===== src/rtl/mp3df_pkg.sv =====
// Package for the MP3 frame deframer: command/status structs, status codes,
// tag constants and the bitrate, sample-rate and frame-length lookup functions.
// No dependencies; imported by every module of the block.
package mp3df_pkg;

    // Result status codes.
    localparam logic [2:0] ST_PAYLOAD = 3'd0;
    localparam logic [2:0] ST_END     = 3'd1;
    localparam logic [2:0] ST_NOTAG   = 3'd2;
    localparam logic [2:0] ST_VERSION = 3'd3;
    localparam logic [2:0] ST_LAYER   = 3'd4;
    localparam logic [2:0] ST_BITRATE = 3'd5;
    localparam logic [2:0] ST_RATE    = 3'd6;

    // MPEG version codes.
    localparam logic [1:0] VER_25       = 2'd0;
    localparam logic [1:0] VER_RESERVED = 2'd1;
    localparam logic [1:0] VER_2        = 2'd2;
    localparam logic [1:0] VER_1        = 2'd3;

    localparam logic [1:0] LAYER_III = 2'd1;

    // Tag signature characters.
    localparam logic [7:0] TAG_CHAR_I = 8'h49;
    localparam logic [7:0] TAG_CHAR_D = 8'h44;
    localparam logic [7:0] TAG_CHAR_3 = 8'h33;

    // Byte positions inside the tag header.
    localparam logic [3:0] TAG_IDX_FLAGS = 4'd5;
    localparam logic [3:0] TAG_IDX_SIZE  = 4'd6;
    localparam logic [3:0] TAG_IDX_LAST  = 4'd9;

    localparam int SKIP_W = 29;

    // Frame lengths at the 44.1 kHz family of rates, which are not a simple
    // multiple of the bitrate: floor(144000 * br / 44100) for MPEG-1 and
    // MPEG-2, floor(72000 * br / 11025) for MPEG-2.5, indexed by bitrate index.
    localparam logic [10:0] LEN44_V1 [16] = '{
        11'd0,   11'd104, 11'd130, 11'd156, 11'd182, 11'd208, 11'd261, 11'd313,
        11'd365, 11'd417, 11'd522, 11'd626, 11'd731, 11'd835, 11'd1044, 11'd0};
    localparam logic [10:0] LEN44_V2 [16] = '{
        11'd0,   11'd26,  11'd52,  11'd78,  11'd104, 11'd130, 11'd156, 11'd182,
        11'd208, 11'd261, 11'd313, 11'd365, 11'd417, 11'd470, 11'd522, 11'd0};
    localparam logic [10:0] LEN44_V25 [16] = '{
        11'd0,   11'd52,  11'd104, 11'd156, 11'd208, 11'd261, 11'd313, 11'd365,
        11'd417, 11'd522, 11'd626, 11'd731, 11'd835, 11'd940, 11'd1044, 11'd0};

    typedef struct packed {
        logic       flags_ld;
        logic       tag_shift;
        logic       ext_shift;
        logic       skip_ld_tag;
        logic       skip_ld_ext;
        logic       skip_dec;
        logic       hdr0_ld;
        logic       hdr1_ld;
        logic       hdr2_ld;
        logic       hdr3_ld;
        logic       pay_emit;
        logic       st_emit;
        logic [2:0] st_code;
    } t_cmd;

    typedef struct packed {
        logic is_char_i;
        logic is_char_d;
        logic is_char_3;
        logic flag_ext;
        logic tag_skip_zero;
        logic ext_skip_zero;
        logic skip_last;
        logic sync_ok;
        logic ver_bad;
        logic layer_bad;
        logic br_bad;
        logic sr_bad;
        logic pay_last;
    } t_sts;

    // Bitrate in kbit/s; zero marks a free or forbidden index.
    function automatic logic [8:0] f_bitrate(input logic [1:0] ver, input logic [3:0] bi);
        logic [8:0] br;
        br = 9'd0;
        if (ver == VER_1) begin
            case (bi)
                4'd1:    br = 9'd32;
                4'd2:    br = 9'd40;
                4'd3:    br = 9'd48;
                4'd4:    br = 9'd56;
                4'd5:    br = 9'd64;
                4'd6:    br = 9'd80;
                4'd7:    br = 9'd96;
                4'd8:    br = 9'd112;
                4'd9:    br = 9'd128;
                4'd10:   br = 9'd160;
                4'd11:   br = 9'd192;
                4'd12:   br = 9'd224;
                4'd13:   br = 9'd256;
                4'd14:   br = 9'd320;
                default: br = 9'd0;
            endcase
        end else begin
            case (bi)
                4'd1:    br = 9'd8;
                4'd2:    br = 9'd16;
                4'd3:    br = 9'd24;
                4'd4:    br = 9'd32;
                4'd5:    br = 9'd40;
                4'd6:    br = 9'd48;
                4'd7:    br = 9'd56;
                4'd8:    br = 9'd64;
                4'd9:    br = 9'd80;
                4'd10:   br = 9'd96;
                4'd11:   br = 9'd112;
                4'd12:   br = 9'd128;
                4'd13:   br = 9'd144;
                4'd14:   br = 9'd160;
                default: br = 9'd0;
            endcase
        end
        return br;
    endfunction

    // Sample rate in hertz; zero marks the reserved index.
    function automatic logic [15:0] f_srate(input logic [1:0] ver, input logic [1:0] si);
        logic [15:0] sr;
        sr = 16'd0;
        case (si)
            2'd0: sr = (ver == VER_1) ? 16'd44100 : ((ver == VER_2) ? 16'd22050 : 16'd11025);
            2'd1: sr = (ver == VER_1) ? 16'd48000 : ((ver == VER_2) ? 16'd24000 : 16'd12000);
            2'd2: sr = (ver == VER_1) ? 16'd32000 : ((ver == VER_2) ? 16'd16000 : 16'd8000);
            default: sr = 16'd0;
        endcase
        return sr;
    endfunction

    // Frame length without padding: floor(coef * br / sr). Outside the
    // 44.1 kHz family the ratio coef / sr is 3, 4.5, 6 or 9.
    function automatic logic [10:0] f_frame_base(input logic [1:0] ver,
                                                 input logic [3:0] bi,
                                                 input logic [1:0] si);
        logic [11:0] br12;
        logic [11:0] x3;
        logic [11:0] x9;
        logic [11:0] len;
        br12 = {3'd0, f_bitrate(ver, bi)};
        x3   = br12 + {br12[10:0], 1'b0};
        x9   = x3 + {x3[10:0], 1'b0};
        len  = 12'd0;
        case (si)
            2'd0: begin
                if (ver == VER_1) begin
                    len = {1'b0, LEN44_V1[bi]};
                end else if (ver == VER_2) begin
                    len = {1'b0, LEN44_V2[bi]};
                end else begin
                    len = {1'b0, LEN44_V25[bi]};
                end
            end
            2'd1: len = (ver == VER_25) ? {x3[10:0], 1'b0} : x3;
            2'd2: len = (ver == VER_25) ? x9 : {1'b0, x9[11:1]};
            default: len = 12'd0;
        endcase
        return len[10:0];
    endfunction

endpackage


===== src/rtl/mp3_frame_deframer_top.sv =====
// Top level of the MP3 frame deframer: joins the phase controller and the
// datapath. Depends on mp3df_pkg, mp3df_ctrl and mp3df_datapath.
//
//   Channel  | Direction | Handshake               | Item
//   ---------+-----------+-------------------------+------------------------------
//   in       | input     | i_in_valid / o_in_stall | one file byte
//   out      | output    | o_out_valid / i_out_stall | payload byte or status word
//
// The controller acts on each byte in the cycle it is accepted, so a byte may
// enter in every cycle while the input does not stall.
// Results go through a single output register; input stalls only while that
// register is full and the output side stalls.
// Synchronous active-low reset returns to reading the tag header.
// After an end or error status, bytes are still taken and give no result.
module mp3_frame_deframer_top (
    input  logic        i_clk,
    input  logic        i_rst_n,
    input  logic        i_in_valid,
    output logic        o_in_stall,
    input  logic [7:0]  i_data_byte,
    output logic        o_out_valid,
    input  logic        i_out_stall,
    output logic [7:0]  o_payload_byte,
    output logic        o_first_of_frame,
    output logic        o_last_of_frame,
    output logic [1:0]  o_mpeg_version,
    output logic [8:0]  o_bitrate_kbps,
    output logic [15:0] o_sample_rate_hz,
    output logic [1:0]  o_channel_mode,
    output logic [1:0]  o_joint_stereo_ext,
    output logic [10:0] o_frame_length_bytes,
    output logic [2:0]  o_status
);
    import mp3df_pkg::*;

    t_cmd cmd;
    t_sts sts;
    logic in_stall;
    logic accept;

    // An item is accepted when valid and not stalled.
    assign accept     = i_in_valid && !in_stall;
    assign o_in_stall = in_stall;

    mp3df_ctrl u_ctrl (
        .i_clk    (i_clk),
        .i_rst_n  (i_rst_n),
        .i_accept (accept),
        .i_sts    (sts),
        .o_cmd    (cmd)
    );

    mp3df_datapath u_datapath (
        .i_clk                (i_clk),
        .i_rst_n              (i_rst_n),
        .i_data_byte          (i_data_byte),
        .i_cmd                (cmd),
        .o_sts                (sts),
        .i_out_stall          (i_out_stall),
        .o_in_stall           (in_stall),
        .o_out_valid          (o_out_valid),
        .o_payload_byte       (o_payload_byte),
        .o_first_of_frame     (o_first_of_frame),
        .o_last_of_frame      (o_last_of_frame),
        .o_mpeg_version       (o_mpeg_version),
        .o_bitrate_kbps       (o_bitrate_kbps),
        .o_sample_rate_hz     (o_sample_rate_hz),
        .o_channel_mode       (o_channel_mode),
        .o_joint_stereo_ext   (o_joint_stereo_ext),
        .o_frame_length_bytes (o_frame_length_bytes),
        .o_status             (o_status)
    );

endmodule


===== src/rtl/mp3df_ctrl.sv =====
// Controller of the MP3 frame deframer: walks tag, extended header, skip,
// frame header and payload phases, and issues commands to the datapath.
// Depends on mp3df_pkg.
module mp3df_ctrl (
    input  logic              i_clk,
    input  logic              i_rst_n,
    input  logic              i_accept,
    input  mp3df_pkg::t_sts   i_sts,
    output mp3df_pkg::t_cmd   o_cmd
);
    import mp3df_pkg::*;

    typedef enum logic [2:0] {
        S_TAG,
        S_EXT,
        S_SKIP,
        S_HDR,
        S_PAY,
        S_DONE
    } t_state;

    t_state     r_state, n_state;
    logic [3:0] r_hidx, n_hidx;
    t_cmd       cmd;

    // Next state, byte index and commands for the item being accepted.
    always_comb begin
        n_state = r_state;
        n_hidx  = r_hidx;
        cmd     = '0;
        if (i_accept) begin
            unique case (r_state)
                S_TAG: begin
                    if ((r_hidx == 4'd0 && !i_sts.is_char_i) ||
                        (r_hidx == 4'd1 && !i_sts.is_char_d) ||
                        (r_hidx == 4'd2 && !i_sts.is_char_3)) begin
                        cmd.st_emit = 1'b1;
                        cmd.st_code = ST_NOTAG;
                        n_state     = S_DONE;
                    end else begin
                        cmd.flags_ld  = (r_hidx == TAG_IDX_FLAGS);
                        cmd.tag_shift = (r_hidx >= TAG_IDX_SIZE);
                        if (r_hidx == TAG_IDX_LAST) begin
                            n_hidx = 4'd0;
                            if (i_sts.flag_ext) begin
                                n_state = S_EXT;
                            end else begin
                                cmd.skip_ld_tag = 1'b1;
                                n_state = i_sts.tag_skip_zero ? S_HDR : S_SKIP;
                            end
                        end else begin
                            n_hidx = r_hidx + 4'd1;
                        end
                    end
                end
                S_EXT: begin
                    cmd.ext_shift = 1'b1;
                    if (r_hidx == 4'd3) begin
                        cmd.skip_ld_ext = 1'b1;
                        n_hidx  = 4'd0;
                        n_state = i_sts.ext_skip_zero ? S_HDR : S_SKIP;
                    end else begin
                        n_hidx = r_hidx + 4'd1;
                    end
                end
                S_SKIP: begin
                    cmd.skip_dec = 1'b1;
                    if (i_sts.skip_last) begin
                        n_hidx  = 4'd0;
                        n_state = S_HDR;
                    end
                end
                S_HDR: begin
                    unique case (r_hidx[1:0])
                        2'd0: begin
                            cmd.hdr0_ld = 1'b1;
                            n_hidx = 4'd1;
                        end
                        2'd1: begin
                            if (!i_sts.sync_ok) begin
                                cmd.st_emit = 1'b1;
                                cmd.st_code = ST_END;
                                n_state     = S_DONE;
                            end else if (i_sts.ver_bad) begin
                                cmd.st_emit = 1'b1;
                                cmd.st_code = ST_VERSION;
                                n_state     = S_DONE;
                            end else if (i_sts.layer_bad) begin
                                cmd.st_emit = 1'b1;
                                cmd.st_code = ST_LAYER;
                                n_state     = S_DONE;
                            end else begin
                                cmd.hdr1_ld = 1'b1;
                                n_hidx = 4'd2;
                            end
                        end
                        2'd2: begin
                            if (i_sts.br_bad) begin
                                cmd.st_emit = 1'b1;
                                cmd.st_code = ST_BITRATE;
                                n_state     = S_DONE;
                            end else if (i_sts.sr_bad) begin
                                cmd.st_emit = 1'b1;
                                cmd.st_code = ST_RATE;
                                n_state     = S_DONE;
                            end else begin
                                cmd.hdr2_ld = 1'b1;
                                n_hidx = 4'd3;
                            end
                        end
                        default: begin
                            cmd.hdr3_ld = 1'b1;
                            n_hidx  = 4'd0;
                            n_state = S_PAY;
                        end
                    endcase
                end
                S_PAY: begin
                    cmd.pay_emit = 1'b1;
                    if (i_sts.pay_last) begin
                        n_hidx  = 4'd0;
                        n_state = S_HDR;
                    end
                end
                S_DONE: begin
                    n_state = S_DONE;
                end
                default: begin
                    n_state = S_DONE;
                end
            endcase
        end
    end

    // State and byte index registers.
    always_ff @(posedge i_clk) begin
        if (!i_rst_n) begin
            r_state <= S_TAG;
            r_hidx  <= 4'd0;
        end else begin
            r_state <= n_state;
            r_hidx  <= n_hidx;
        end
    end

    assign o_cmd = cmd;

endmodule


===== src/rtl/mp3df_datapath.sv =====
// Datapath of the MP3 frame deframer: tag size accumulators, skip counter,
// frame header registers, payload counter and the output item register.
// Depends on mp3df_pkg.
module mp3df_datapath (
    input  logic              i_clk,
    input  logic              i_rst_n,
    input  logic [7:0]        i_data_byte,
    input  mp3df_pkg::t_cmd   i_cmd,
    output mp3df_pkg::t_sts   o_sts,
    input  logic              i_out_stall,
    output logic              o_in_stall,
    output logic              o_out_valid,
    output logic [7:0]        o_payload_byte,
    output logic              o_first_of_frame,
    output logic              o_last_of_frame,
    output logic [1:0]        o_mpeg_version,
    output logic [8:0]        o_bitrate_kbps,
    output logic [15:0]       o_sample_rate_hz,
    output logic [1:0]        o_channel_mode,
    output logic [1:0]        o_joint_stereo_ext,
    output logic [10:0]       o_frame_length_bytes,
    output logic [2:0]        o_status
);
    import mp3df_pkg::*;

    // Tag and skip registers.
    logic [27:0]       r_tag_size, n_tag_size;
    logic [27:0]       r_ext_size, n_ext_size;
    logic [7:0]        r_tag_flags;
    logic [SKIP_W-1:0] r_skip;
    logic [SKIP_W-1:0] ext_total;
    logic [SKIP_W-1:0] ext_skip;

    // Frame header registers.
    logic [7:0]  r_hdr0;
    logic [1:0]  r_version;
    logic [8:0]  r_bitrate;
    logic [15:0] r_srate;
    logic [3:0]  r_chan_bits;
    logic [10:0] r_frame_len;
    logic [10:0] r_pay_left;
    logic [10:0] pay_total;

    // Header byte decode.
    logic [8:0]  dec_br;
    logic [15:0] dec_sr;
    logic [10:0] dec_len;

    // Output item register.
    logic        r_out_valid, n_out_valid;
    logic [7:0]  r_o_byte;
    logic        r_o_first, r_o_last;
    logic [1:0]  r_o_ver;
    logic [8:0]  r_o_br;
    logic [15:0] r_o_sr;
    logic [1:0]  r_o_mode, r_o_ext;
    logic [10:0] r_o_len;
    logic [2:0]  r_o_status;
    logic        emit;

    // Syncsafe accumulation: seven bits per byte.
    assign n_tag_size = {r_tag_size[20:0], i_data_byte[6:0]};
    assign n_ext_size = {r_ext_size[20:0], i_data_byte[6:0]};
    assign ext_total  = {1'b0, r_tag_size} + {1'b0, n_ext_size};
    assign ext_skip   = (ext_total >= SKIP_W'(4)) ? ext_total - SKIP_W'(4) : '0;

    assign dec_br    = f_bitrate(r_version, i_data_byte[7:4]);
    assign dec_sr    = f_srate(r_version, i_data_byte[3:2]);
    assign dec_len   = f_frame_base(r_version, i_data_byte[7:4], i_data_byte[3:2])
                       + {10'd0, i_data_byte[1]};
    assign pay_total = r_frame_len - 11'd4;

    // Status toward the controller.
    always_comb begin
        o_sts.is_char_i     = (i_data_byte == TAG_CHAR_I);
        o_sts.is_char_d     = (i_data_byte == TAG_CHAR_D);
        o_sts.is_char_3     = (i_data_byte == TAG_CHAR_3);
        o_sts.flag_ext      = r_tag_flags[0];
        o_sts.tag_skip_zero = (n_tag_size == 28'd0);
        o_sts.ext_skip_zero = (ext_skip == '0);
        o_sts.skip_last     = (r_skip == SKIP_W'(1));
        o_sts.sync_ok       = (r_hdr0 == 8'hFF) && (i_data_byte[7:5] == 3'b111);
        o_sts.ver_bad       = (i_data_byte[4:3] == VER_RESERVED);
        o_sts.layer_bad     = (i_data_byte[2:1] != LAYER_III);
        o_sts.br_bad        = (dec_br == 9'd0);
        o_sts.sr_bad        = (dec_sr == 16'd0);
        o_sts.pay_last      = (r_pay_left == 11'd1);
    end

    // Tag, skip and header registers; loaded only on command.
    always_ff @(posedge i_clk) begin
        if (i_cmd.flags_ld) begin
            r_tag_flags <= i_data_byte;
        end
        if (i_cmd.tag_shift) begin
            r_tag_size <= n_tag_size;
        end
        if (i_cmd.ext_shift) begin
            r_ext_size <= n_ext_size;
        end
        if (i_cmd.skip_ld_tag) begin
            r_skip <= {1'b0, n_tag_size};
        end else if (i_cmd.skip_ld_ext) begin
            r_skip <= ext_skip;
        end else if (i_cmd.skip_dec) begin
            r_skip <= r_skip - SKIP_W'(1);
        end
        if (i_cmd.hdr0_ld) begin
            r_hdr0 <= i_data_byte;
        end
        if (i_cmd.hdr1_ld) begin
            r_version <= i_data_byte[4:3];
        end
        if (i_cmd.hdr2_ld) begin
            r_bitrate   <= dec_br;
            r_srate     <= dec_sr;
            r_frame_len <= dec_len;
        end
        if (i_cmd.hdr3_ld) begin
            r_chan_bits <= i_data_byte[7:4];
            r_pay_left  <= pay_total;
        end else if (i_cmd.pay_emit) begin
            r_pay_left <= r_pay_left - 11'd1;
        end
    end

    // Output item register: a new item may enter while the held one is taken.
    assign emit        = i_cmd.pay_emit || i_cmd.st_emit;
    assign o_in_stall  = r_out_valid && i_out_stall;
    assign n_out_valid = emit ? 1'b1 : (r_out_valid && i_out_stall);

    always_ff @(posedge i_clk) begin
        if (!i_rst_n) begin
            r_out_valid <= 1'b0;
        end else begin
            r_out_valid <= n_out_valid;
        end
    end

    always_ff @(posedge i_clk) begin
        if (i_cmd.pay_emit) begin
            r_o_byte   <= i_data_byte;
            r_o_first  <= (r_pay_left == pay_total);
            r_o_last   <= (r_pay_left == 11'd1);
            r_o_ver    <= r_version;
            r_o_br     <= r_bitrate;
            r_o_sr     <= r_srate;
            r_o_mode   <= r_chan_bits[3:2];
            r_o_ext    <= r_chan_bits[1:0];
            r_o_len    <= r_frame_len;
            r_o_status <= ST_PAYLOAD;
        end else if (i_cmd.st_emit) begin
            r_o_byte   <= 8'd0;
            r_o_first  <= 1'b0;
            r_o_last   <= 1'b0;
            r_o_ver    <= 2'd0;
            r_o_br     <= 9'd0;
            r_o_sr     <= 16'd0;
            r_o_mode   <= 2'd0;
            r_o_ext    <= 2'd0;
            r_o_len    <= 11'd0;
            r_o_status <= i_cmd.st_code;
        end
    end

    assign o_out_valid          = r_out_valid;
    assign o_payload_byte       = r_o_byte;
    assign o_first_of_frame     = r_o_first;
    assign o_last_of_frame      = r_o_last;
    assign o_mpeg_version       = r_o_ver;
    assign o_bitrate_kbps       = r_o_br;
    assign o_sample_rate_hz     = r_o_sr;
    assign o_channel_mode       = r_o_mode;
    assign o_joint_stereo_ext   = r_o_ext;
    assign o_frame_length_bytes = r_o_len;
    assign o_status             = r_o_status;

endmodule

===== config.mk =====
export PLATFORM = sky130hd
export DESIGN_NAME = mp3_frame_deframer_top
export DESIGN_NICKNAME = d
export VERILOG_FILES = /design/src/rtl/mp3df_pkg.sv /design/src/rtl/mp3_frame_deframer_top.sv /design/src/rtl/mp3df_ctrl.sv /design/src/rtl/mp3df_datapath.sv
export SDC_FILE = /design/constraint.sdc
export NUM_CORES = 1
export LEC_CHECK = 0
export BUFFER_PORTS_ARGS = -buffer_cell sky130_fd_sc_hd__buf_4
export CAP_MARGIN = 15
export CORE_AREA = 2 2 148 150
export CTS_CLUSTER_SIZE = 28
export DETAILED_ROUTE_END_ITERATION = 8
export DIE_AREA = 0 0 150 152
export HOLD_SLACK_MARGIN = 0.08
export PLACE_DENSITY = 0.85
export SYNTH_ARGS = -nofsm -noshare
export SYNTH_HDL_FRONTEND = slang
export SYNTH_SLANG_ARGS = --single-unit

===== constraint.sdc =====
create_clock -name i_clk -period 6.25 [get_ports i_clk]
set_input_delay 0.9375 -clock i_clk [delete_from_list [all_inputs] [get_ports i_clk]]
set_output_delay 0.9375 -clock i_clk [all_outputs]
set_load 0.02 [all_outputs]

; ---- After elaboration in Yosys (flattened, before gate mapping)
; Memories as Yosys holds them, arrays and structs flattened.
; Cells that the tools add are included.
[op_classes]
add_sub_neg = 9
magnitude_cmp = 3
eq_ne = 38
mux = 99
n_bitwise = 1
reduce_logical = 30
[ops]
columns = cell, count
row1 = two-way mux 11 bit, 14
row2 = two-way mux 29 bit, 3
row3 = two-way mux 16 bit, 5
row4 = two-way mux 4 bit, 17
row5 = one-hot mux 16 bit (3 select lines), 1
row6 = two-way mux 15 bit, 3
row7 = two-way mux 9 bit, 4
row8 = one-hot mux 11 bit (3 select lines), 1
row9 = two-way mux 3 bit, 10
row10 = adder 28 x 28 -> 29 bit, 1
row11 = equality test 29 x 1 -> 1 bit (second input constant), 1
row12 = greater-or-equal comparator 29 x 3 -> 1 bit (second input constant), 1
row13 = zero test 29 bit, 1
row14 = subtractor 29 x 1 -> 29 bit (second input constant), 1
row15 = subtractor 29 x 3 -> 29 bit (second input constant), 1
row16 = zero test 28 bit, 1
row17 = two-way mux 28 bit, 1
row18 = two-way mux 1 bit, 24
row19 = one-hot mux 4 bit (5 select lines), 1
row20 = equality test 8 x 7 -> 1 bit (second input constant), 2
row21 = zero test 16 bit, 1
row22 = two-way mux 8 bit, 2
row23 = one-hot mux 4 bit (2 select lines), 2
row24 = one-hot mux 3 bit (5 select lines), 1
row25 = 46 further kinds, 81
[totals]
ff_bits = 203
mem_bits_ro = 880
input_bits = 12
output_inout_bits = 57
word_cells = 212
n_memories = 7
[memory_table]
columns = memory, depth, width, rd, rd_ports_with_merged_regs, write_ports, line
row1 = (name not given), 16, 11, 1, 0, 0, mp3df_pkg.sv:153  ; len = {1'b0, LEN44_V1[bi]};
row2 = (name not given), 16, 11, 1, 0, 0, mp3df_pkg.sv:155  ; len = {1'b0, LEN44_V2[bi]};
row3 = (name not given), 16, 11, 1, 0, 0, mp3df_pkg.sv:157  ; len = {1'b0, LEN44_V25[bi]};
row4 = (name not given), 16, 6, 1, 0, 0, mp3df_pkg.sv:85  ; case (bi)
row5 = (name not given), 16, 6, 1, 0, 0, mp3df_pkg.sv:85
row6 = (name not given), 16, 5, 1, 0, 0, mp3df_pkg.sv:103  ; case (bi)
row7 = +1 memories, -, -, -, -, -, -

; ---- Longest topological paths before layout
; Gate-level depths: netlist (run 1).
[depth]
word_depth = 13
ltp_mapped = 22
depth_no_buf = 20

; ---- Cells and area by module
; From an unflattened synthesis (run 1), not the netlist that was laid out.
[unflattened]
hier_cells = 1429
hier_area_um2 = 13770.7
[modules_own_cells]
columns = mod, instances, cells_per_inst, area_each_um2, seq_area_each_um2
row1 = mp3df_datapath, 1, 1304, 12877.4, 5535.3
row2 = mp3df_ctrl, 1, 124, 879.6, 140.1
row3 = mp3_frame_deframer_top, 1, 1, 13.8, 0.0

; ---- Worst setup path after synthesis (run 1)
; No wires, ideal clock.
[synth_timing]
kind = input-to-reg
from = in i_data_byte[5]
to = reg u_datapath.r_frame_len[10], data pin
setup_ns = 0.265
arrival_ns = 5.186
t_required_ns = 5.985
slack_ns = 0.799
stages = 19
path_buffers = 2
cell_sequence = clkbuf_1 -> inv_1 -> ha_1 -> clkbuf_1 -> nand2_1 -> a311oi_1 -> ha_1 -> fa_1 -> fa_1 -> a21o_1 -> a21oi_1 -> xnor2_1 -> mux2_2 -> nand2_1 -> a31oi_1 -> nand2_1 -> or2_2 -> o31ai_1 -> mux2i_1
[synth_via]
elab_chain_len = 8
elab_cells_between_ends = 21
classes_between = add/sub: 3 / mux: 12 / bitwise: 1 / memory: 5
[synth_rtl]
columns = element, line
row1 = start: declaration, mp3_frame_deframer_top.sv:20  ; input logic [7:0] i_data_byte,
row2 = "parallel branches: the longest is 6 deep, another holds adder 11 x 12 -> 12 bit", -
row3 = one-hot mux 11 bit (3 select lines) (*), mp3df_pkg.sv:150  ; case (si)
row4 = adder 11 x 1 -> 11 bit (*), mp3df_datapath.sv:70  ; + {10'd0, i_data_byte[1]};
row5 = named net u_datapath.dec_len[10], mp3df_datapath.sv:47  ; logic [10:0] dec_len;
row6 = end signal: assignment, mp3df_datapath.sv:117  ; r_frame_len <= dec_len;
row7 = end: declaration, mp3df_datapath.sv:40  ; logic [10:0] r_frame_len;
; Mark *: on every way through the listed nets, which the timed path passes. The select of a mux whose other input is x is not followed.
; A chain may end at the register's enable or synchronous reset.

; ---- Final worst setup path (run 1)
; Same ends and word-level chain as after synthesis.

==> results of run 1 <==
-- flip-flops by register name, summed over array words and instances (netlist names), 6 cells and up --
register / count
u_datapath.r_pay_left: 11
u_datapath.o_bitrate_kbps: 6
u_datapath.r_skip: 29
u_datapath.r_frame_len: 11
u_datapath.r_ext_size: 21
u_datapath.r_hdr0: 8
u_datapath.r_bitrate: 6
u_datapath.r_srate: 14
u_datapath.o_sample_rate_hz: 14
u_datapath.r_tag_size: 28
u_datapath.o_payload_byte: 8
u_datapath.o_frame_length_bytes: 11
-- stage by stage --
step           std cells  instance area (um^2)  util (%)  worst slack, ns  power (mW)
2_1_floorplan       1384                 13250         -           0.7985       2.491
3_3_place_gp        1672                 13900     65.08           0.6621       2.837
3_5_place_dp        1672                 13900     65.08           0.4041       2.869
4_1_cts             1704                 14520     68.00           0.8253       3.990
5_1_grt             1704                 14520     68.00           0.4719       4.158
6_report            1704                 14520     68.00           0.7398       4.002
-- placed cells by master (no fill, tap or decap), drive strengths merged, types with 7 or more instances in the layout --
cell,count
clkbuf,17
inv,52
a21oi,99
xor2,48
o21bai,11
o21ai,76
nand2b,13
nand3b,7
o211ai,13
or3,21
nand3,31
xnor2,61
edfxtp,181
o31ai,8
nor3,36
buf,77
nand2,128
or4,7
and3,17
dfxtp,12
nor4,29
mux2,8
nand4,22
o22ai,13
nor2b,11
a21o,16
ha,73
a22oi,13
a211oi,15
a221oi,11
a31oi,14
and2,49
mux2i,12
nor2,118
-- power groups by stage --
stage,clock network [mW],registers [mW],logic (mW)
after floorplan,0,1.82,0.668
after CTS,1.14,1.69,1.16
after global placement,0,1.72,1.12
after global routing,1.19,1.71,1.26
after detailed placement,0,1.72,1.15
final,1.14,1.69,1.17
-- worst min-delay path, cell delays in order (launching register included) --
cell	delay, ns
dfxtp_1	0.31
nand2_1	0.05
a21oi_1	0.05
-- cell type report --
class                           count  area, um^2  share of cell area (%)
Clock inverter                     15       197.7                   1.362
Timing Repair Buffer               77       578.1                   3.981
Clock buffer                       17       425.4                   2.930
Multi-Input combinational cell   1076        7119                   49.03
Tap cell                          280       350.3                   2.413
Inverter                           46       172.7                   1.189
Sequential cell                   193        5675                   39.09
-- cell families (layout without fill, tap and decap cells) --
logic type | count (synthesis) | count (layout) | share of synthesized area (%)
buf+inv | 115 | 155 | 3.630
simple gates | 515 | 515 | 19.71
compound gates | 351 | 351 | 17.43
flops | 193 | 193 | 42.88
xor+xnor | 109 | 109 | 7.212
other cells | 1 | 4 | 0.02833
fa+ha+maj | 76 | 76 | 7.354
mux | 21 | 21 | 1.758
-- metal layers --
metal  vias up  global-route usage, %  wire length (um)
met4         0                  10.02              1113
met5         -                      0                 0
met3       105                  5.075              3518
met2       664                  46.77             16230
met1      5355                  46.20             15010
li1       5212                      -                 -
-- worst max path at each step --
stage | cells past startpoint | to | slack [ns]
after floorplan | 19 | u_datapath.r_frame_len[10]$_DFFE_PP_ | 0.80
after global placement | 21 | u_datapath.r_frame_len[10]$_DFFE_PP_ | 0.66
after detailed placement | 19 | u_datapath.r_frame_len[10]$_DFFE_PP_ | 0.40
after CTS | 19 | u_datapath.r_frame_len[10]$_DFFE_PP_ | 0.83
after global routing | 19 | u_datapath.r_frame_len[10]$_DFFE_PP_ | 0.47
final | 19 | u_datapath.r_frame_len[10]$_DFFE_PP_ | 0.74
==> results_dict.tcl, run 1 <==
set metrics [dict create \
    cts.repair.resized 0 \
    dr_total_vias 11336 \
    whs_endpoint "u_datapath.o_status[0]$_SDFFE_PP0P_" \
    max_slew_margin_pct 26.16 \
    whs_ns 0.4578 \
    seqPwrFrac_pct 42.3 \
    vdd_ir_drop_max_mv 0.1897 \
    yosys_warnings 0 \
    crit_required_ns 6.43 \
    cts_made_buffers 17 \
    clockBufferDepth 2 \
    syn_area_per_cell_um2 9.585 \
    n_antenna_cell 0 \
    hp-class "flip-flop to flip-flop" \
    die_area_mm2 0.02280 \
    async_flop_share_pct 0 \
    p_leak_nw 5.369 \
    yosysTopAreaCell "edfxtp_1" \
    nets 1499 \
    drt_wl_total_um 35870 \
    htreeDepth 4 \
    critPathLaunch "i_data_byte[5]" \
    power_density_mw_per_mm2 275.7 \
    synth_seq_area_share_pct 42.88 \
    ant_nets 0 \
    drcViolationCount 0 \
    holdPathStages 2 \
    synthTopCellsByCount "edfxtp_1, nand2_1, nor2_1" \
    cp_max_fo 20 \
    ys_ff_latch 193 \
    p_int_mw 2.609 \
    grt_pass1_wl_um 55620 \
    io_pins 69 \
    regToRegSetupSlack_ns 1.12 \
    yosysTopAreaCellShare_pct 41.06 \
    ys.flop_type "edfxtp_1" \
    worstSetupEndpointType "flip-flop" \
    hold_violations 0 \
    synth_area_mm2 0.01324 \
    dr.pass1.iters 6 \
    path_cells "buf_4, inv_1, ha_1, nand2_1, a311oi_1, buf_4, ha_1, fa_1, ha_1, a21o_1, a21oi_1, xnor2_1, mux2_2, a221oi_1, nor4_1, nand2_1, or2_2, o31ai_1, mux2i_1" \
    switching_share_pct 34.81 \
    core_area_mm2 0.02135 \
    insertion_delay_ns 0.45 \
    synth_most_common_cell "edfxtp_1" \
    path_class "primary input to flip-flop" \
    grt_pass1_vias 10270 \
    reg2reg_depth 18 \
    grtUsageTotal_pct 31.11 \
    synthDistinctLibCells 82 \
    skew_ns 0.01143 \
    synthCells 1381 \
    tns_ns 0 \
    gp_congestion 0.9393 \
    startpoint_type "primary input" \
    cts.sinks 193 \
    antenna_found_initial 0 \
    critical-path-top-delay-family "adder cells" \
    port_buffers 64 \
    root_buffer "clkbuf_16" \
    synthToLayoutAreaGrowth_pct 9.689 \
    synth_edf_count 181 \
    rsz0062_at_grt "false" \
    grt-ovfl-total 0 \
    drt_iter0_drc 1324 \
    setup_violations 0 \
    die_w_um 150 \
    cp.buffers_inverters 3 \
    fillers 1634 \
    status "completed" \
    clkSlewWorstSetupHoldPaths_ns 0.08 \
    postCtsHoldBufs 0 \
    cpPeakStageDelay_ns 0.53 \
    cts_setup_buffers 0 \
    cts_tree "yes" \
    place_hpwl_um 25640 \
    grt_max_degree 45 \
    period_minus_slack_ns 5.510 \
    cp_slowest_cell "fa_1" \
    clkPwrFrac_pct 28.5 \
    cp.arrival_ns 5.69 \
    p_sw_mw 1.393 \
    initial_utilization_pct 62.00 \
    hp-start "u_datapath.o_status[0]$_SDFFE_PP0P_" \
    drive_above_1_share_pct 10.74 \
    worst_pin_slew_ns 1.104 \
    synth.area.top_cells "edfxtp_1, ha_1, xnor2_1" \
    wl_per_cell_um 21.05 \
    r2r-start "u_datapath.r_version[0]$_DFFE_PP_" \
    num_rows 54 \
    viasPerCell 6.653 \
    die_h_um 152 \
    combPwrFrac_pct 29.2 \
    path_common_cell "ha_1" \
    maxSlewViolCount 0 \
    fmax_ghz 0.1815 \
    r2r_end "u_datapath.r_frame_len[10]$_DFFE_PP_" \
    post-route-period-util_pct 88.16 \
    cap_viol_max_count 0 \
]
(Power assumes the default switching activity.)
==> run 2, diff against run 1 <==
Settings changed: PLACE_DENSITY 0.85 to not set, PLACE_DENSITY_LB_ADDON set to 0.1.
==> results_dict.tcl, run 2 (synthesis gave the netlist of run 1 again) <==
set metrics [dict create \
    cts.sinks 193 \
    initial_utilization_pct 62.00 \
    postCtsHoldBufs 0 \
    cp_max_fo 20 \
    clkSlewWorstSetupHoldPaths_ns 0.08 \
    core_area_mm2 0.02135 \
    viasPerCell 6.519 \
    grt_max_degree 48 \
    drt_iter0_drc 1279 \
    setup_ws_ns 0.7092 \
    final_cells 1703 \
    n_antenna_cell 0 \
    cts_setup_buffers 0 \
    startpoint_type "primary input" \
    r2r-start "u_datapath.r_version[0]$_DFFE_PP_" \
    status "completed" \
    reg2reg_depth 16 \
    drive_above_1_share_pct 10.61 \
    setup_violations 0 \
    grt_pass1_vias 9913 \
    top_regs "u_datapath.r_skip: 29 flops, u_datapath.r_tag_size: 28 flops, u_datapath.r_ext_size: 21 flops" \
    post-route-period-util_pct 88.65 \
    largest_reg_flops 29 \
    p_leak_nw 5.373 \
    wl_per_cell_um 21.22 \
    vdd_ir_drop_max_mv 0.1892 \
    fmax_ghz 0.1805 \
    num_rows 54 \
    path_class "primary input to flip-flop" \
    cts.repair.resized 0 \
    hold_violations 0 \
    synthToLayoutAreaGrowth_pct 9.699 \
    port_buffers 64 \
    cts_made_buffers 17 \
    grt-ovfl-total 0 \
    root_buffer "clkbuf_16" \
    fin_area_mm2 0.01452 \
    tns_ns 0 \
    fillers 1678 \
    post_dp_cell_area_mm2 0.01389 \
    cap_viol_max_count 0 \
    cts_tree "yes" \
    grtUsageTotal_pct 31.80 \
    skew_ns 0.01414 \
    nets 1498 \
    die_w_um 150 \
    dr_total_vias 11102 \
    die_h_um 152 \
    regToRegSetupSlack_ns 1.33 \
    top_register "u_datapath.r_skip" \
    cp.arrival_ns 5.72 \
    die_area_mm2 0.02280 \
    hp-class "flip-flop to flip-flop" \
    dr.pass1.iters 5 \
    critPathLaunch "i_data_byte[5]" \
    utilization_pct 68.01 \
    layout_common_cells "edfxtp_1, nand2_1, nor2_1" \
    period_minus_slack_ns 5.541 \
    max_slew_margin_pct 30.94 \
    whs_endpoint "u_datapath.r_ext_size[14]$_DFFE_PP_" \
    worstSetupEndpointType "flip-flop" \
    dp_cells 1671 \
    clockBufferDepth 2 \
    antenna_found_initial 1 \
    worst_pin_slew_ns 1.029 \
    crit_required_ns 6.43 \
    drt_wl_total_um 36140 \
    io_pins 69 \
    insertion_delay_ns 0.45 \
    drcViolationCount 0 \
    htreeDepth 4 \
    ant_nets 0 \
    maxSlewViolCount 0 \
    holdPathStages 0 \
    r2r_end "u_datapath.r_frame_len[10]$_DFFE_PP_" \
    dp_worst_setup_slack_ns 0.3727 \
    power_density_mw_per_mm2 276.9 \
    grt_pass1_wl_um 55900 \
    mostFrequentLayoutCell "edfxtp_1" \
    place_hpwl_um 26180 \
    hp-start "u_datapath.r_ext_size[7]$_DFFE_PP_" \
    rsz0062_at_grt "false" \
    gp_congestion 0.9548 \
]
## run 2: cell count changes in the layout (fill, tap and decap cells not counted), sizes merged
cell      previous run  this run
buf                 77        76
inv                 52        53
clkinvlp             2         1
## run 2: area by class of cell
type	count	area, um^2	share of cell area (%)
multi-input combinational	1076	7119	49.03
timing repair buffer	76	570.5	3.929
sequential	193	5675	39.09
clock buffer	17	425.4	2.930
inverter	46	172.7	1.189
clock inverter	15	206.4	1.422
tap	280	350.3	2.413
## run 2: worst max-delay path, cell delays in order
cell and delay [ns]:
buf_4 0.19, inv_1 0.24, ha_1 0.42, nand3b_1 0.12, o31a_1 0.13, mux2i_1 0.48, ha_1 0.30, fa_1 0.52
ha_1 0.33, a21o_1 0.15, a21oi_1 0.23, xnor2_1 0.17, mux2_2 0.18, a221oi_1 0.08, nor4_1 0.41, nand2_1 0.12
or2_2 0.32, o31ai_1 0.25, mux2i_1 0.13
## run 2: routing by layer
layer	vias to the layer above	wire length, um	global-route usage (%)
met5	-	13	0
met4	2	463	6.379
met3	43	3914	7.808
met2	553	15460	44.31
met1	5312	16290	50.36
li1	5192	-	-
## run 2: worst max-delay path by stage
stage               slack (ns)  cells after the start                              endpoint
detailed placement        0.37                     19  u_datapath.r_frame_len[10]$_DFFE_PP_
global placement          0.59                     19  u_datapath.r_frame_len[10]$_DFFE_PP_
finish                    0.71                     19  u_datapath.r_frame_len[10]$_DFFE_PP_
CTS                       0.81                     19  u_datapath.r_frame_len[10]$_DFFE_PP_
global route              0.37                     19  u_datapath.r_frame_len[10]$_DFFE_PP_
floorplan                 0.80                     19  u_datapath.r_frame_len[10]$_DFFE_PP_
## run 2: report_power, final
group / switching, mW / internal, mW / total, mW
clock: 0.576 / 0.586 / 1.16
combinational: 0.747 / 0.420 / 1.17
sequential: 0.0813 / 1.61 / 1.69
total: 1.40 / 2.62 / 4.02
## run 2: through the flow
step / hold slack [ns] / power [mW]
6_report: 0.4677 / 4.021
5_1_grt: 0.4763 / 4.197
3_3_place_gp: 0.4471 / 2.854
3_5_place_dp: 0.4444 / 2.869
2_1_floorplan: 0.4334 / 2.491
4_1_cts: 0.4632 / 4.019
==> run 3, diff against run 2 <==
Settings changed: CORE_AREA 2 2 148 150 to 2 2 159 146, DIE_AREA 0 0 150 152 to 0 0 161 148, SYNTH_HIERARCHICAL set to 1.
==> results_dict.tcl, run 3 <==
set metrics [dict create \
    cp_max_fo 20 \
    synthSimpleGateAreaFrac_pct 20.16 \
    cts.sinks 193 \
    worst_pin_slew_ns 1.040 \
    async_flop_share_pct 0 \
    maxSlewViolCount 0 \
    p_leak_nw 5.452 \
    port_buffers 64 \
    drt_wl_total_um 36750 \
    synth_most_common_cell "edfxtp_1" \
    synthXorXnorAreaFrac_pct 6.015 \
    ys_ff_latch 193 \
    crit_required_ns 6.43 \
    fin_area_mm2 0.01494 \
    layout_common_cells "edfxtp_1, nor2_1, nand2_1" \
    die_h_um 148 \
    yosysTopAreaCell "edfxtp_1" \
    top_regs "u_datapath/r_skip: 29 flops, u_datapath/r_tag_size: 28 flops, u_datapath/r_ext_size: 21 flops" \
    grt_max_degree 60 \
    initial_utilization_pct 62.25 \
    place_hpwl_um 26720 \
    cts_made_buffers 17 \
    largest_reg_flops 29 \
    grt_pass1_wl_um 57550 \
    cap_viol_max_count 0 \
    hp-class "flip-flop to flip-flop" \
    synth_seq_area_share_pct 41.21 \
    yosysTopAreaCellShare_pct 39.47 \
    startpoint_type "primary input" \
    synth_compound_area_share_pct 18.75 \
    grt_pass1_vias 10323 \
    yosys_warnings 6 \
    period_minus_slack_ns 5.524 \
    fmax_ghz 0.1810 \
    muxShareOfSynthArea_pct 2.335 \
    synthDistinctLibCells 103 \
    setup_violations 0 \
    hold_violations 0 \
    max_slew_margin_pct 30.62 \
    synthCells 1429 \
    tns_ns 0 \
    antenna_found_initial 0 \
    htreeDepth 4 \
    skew_ns 0.01385 \
    mostFrequentLayoutCell "edfxtp_1" \
    synth_area_mm2 0.01377 \
    synthToLayoutAreaGrowth_pct 8.459 \
    status "completed" \
    wl_per_cell_um 20.93 \
    grt-ovfl-total 0 \
    worstSetupEndpointType "flip-flop" \
    finalPower_mw 4.409 \
    postCtsHoldBufs 0 \
    rsz0062_at_grt "false" \
    post_dp_cell_area_mm2 0.01436 \
    clkSlewWorstSetupHoldPaths_ns 0.08 \
    core_area_mm2 0.02212 \
    vdd_ir_drop_max_mv 0.2020 \
    path_class "primary input to flip-flop" \
    utilization_pct 67.52 \
    die_w_um 161 \
    gp_congestion 0.9710 \
    ant_nets 0 \
    syn_area_per_cell_um2 9.637 \
    top_register "u_datapath/r_skip" \
    cts.repair.resized 0 \
    drive_above_1_share_pct 11.31 \
    nets 1532 \
    post-route-period-util_pct 88.38 \
    die_area_mm2 0.02383 \
    n_antenna_cell 0 \
    synth_top_family_by_area "simple AND/OR/NAND/NOR gates" \
    ys.flop_type "edfxtp_1" \
    synth_edf_count 181 \
    root_buffer "clkbuf_16" \
    dr.pass1.iters 5 \
    dr_total_vias 11334 \
    cp.arrival_ns 5.70 \
    viasPerCell 6.454 \
    synthTopCellsByCount "edfxtp_1, nor2_1, nand2_1" \
    cts_tree "yes" \
    synth_adder_area_share_pct 6.833 \
    num_rows 52 \
    clockBufferDepth 2 \
    power_density_mw_per_mm2 295.2 \
    synth.area.top_cells "edfxtp_1, ha_1, nor2_1" \
    drt_iter0_drc 1461 \
    drcViolationCount 0 \
    grtUsageTotal_pct 30.90 \
    cts_setup_buffers 0 \
    io_pins 69 \
    insertion_delay_ns 0.44 \
]
==> run 3: power breakdown <==
part	internal, mW	total (mW)	switching, mW
logic	0.572	1.51	0.937
registers	1.69	1.81	0.120
clock network	0.534	1.09	0.552
==> run 3: cell families (layout without fill, tap and decap cells) <==
kind of cell,Yosys count,count (layout)
buf+inv,145,172
fa+ha+maj,74,74
mux,29,29
xor+xnor,93,93
compound gates,375,375
flops,193,193
other cells,1,4
simple gates,519,519
==> run 3: cell type report <==
class                   instances  area, um^2
clock buffers                  18       429.2
clock inverters                14       142.6
fillers                      1760        7186
inverters                      58       217.7
multi-input cells            1094        7483
flip-flops and latches        193        5675
well taps                     297       371.6
repair buffers                 82       615.6
==> run 3: final timing paths <==
path | slack, ns | cells past startpoint | startpoint | end
max | 0.73 | 20 | i_data_byte[5] | u_datapath/r_frame_len[10]$_DFFE_PP_
min | 0.46 | 0 | u_datapath/r_ext_size[8]$_DFFE_PP_ | u_datapath/r_ext_size[15]$_DFFE_PP_
max reg2reg | 1.30 | 17 | u_datapath/r_tag_size[1]$_DFFE_PP_ | u_ctrl/r_state[0]$_SDFFE_PN0P_
min reg2reg | 0.46 | 0 | u_datapath/r_ext_size[8]$_DFFE_PP_ | u_datapath/r_ext_size[15]$_DFFE_PP_
==> run 3: stage by stage <==
stage | setup WS [ns] | hold slack [ns] | std cells
finish | 0.7260 | 0.4599 | 1756
CTS | 0.7707 | 0.4669 | 1756
global placement | 0.4310 | 0.4539 | 1724
detailed placement | 0.3302 | 0.4529 | 1724
floorplan | 0.5323 | 0.4307 | 1432
global route | 0.4102 | 0.4770 | 1756
==> run 3: worst max-delay path, stage by stage <==
cell	delay, ns
buf_4	0.22
inv_1	0.19
ha_1	0.27
mux2_2	0.29
mux2_2	0.28
mux2_2	0.34
ha_1	0.25
fa_1	0.40
xnor2_1	0.24
inv_1	0.09
ha_1	0.35
xnor2_1	0.16
mux2i_1	0.15
a22oi_1	0.11
a21oi_1	0.28
or3b_1	0.39
or2_2	0.29
nand2b_1	0.16
nor3_1	0.18
xor2_1	0.10
==> run 3: metal layers <==
layer  wire, um  GRT usage (%)  vias up
met1      17140          48.68     5435
met2      15830          43.97      500
met3       3425          6.987       32
met5          0              0        -
met4        357          5.313        0
li1           -              -     5367
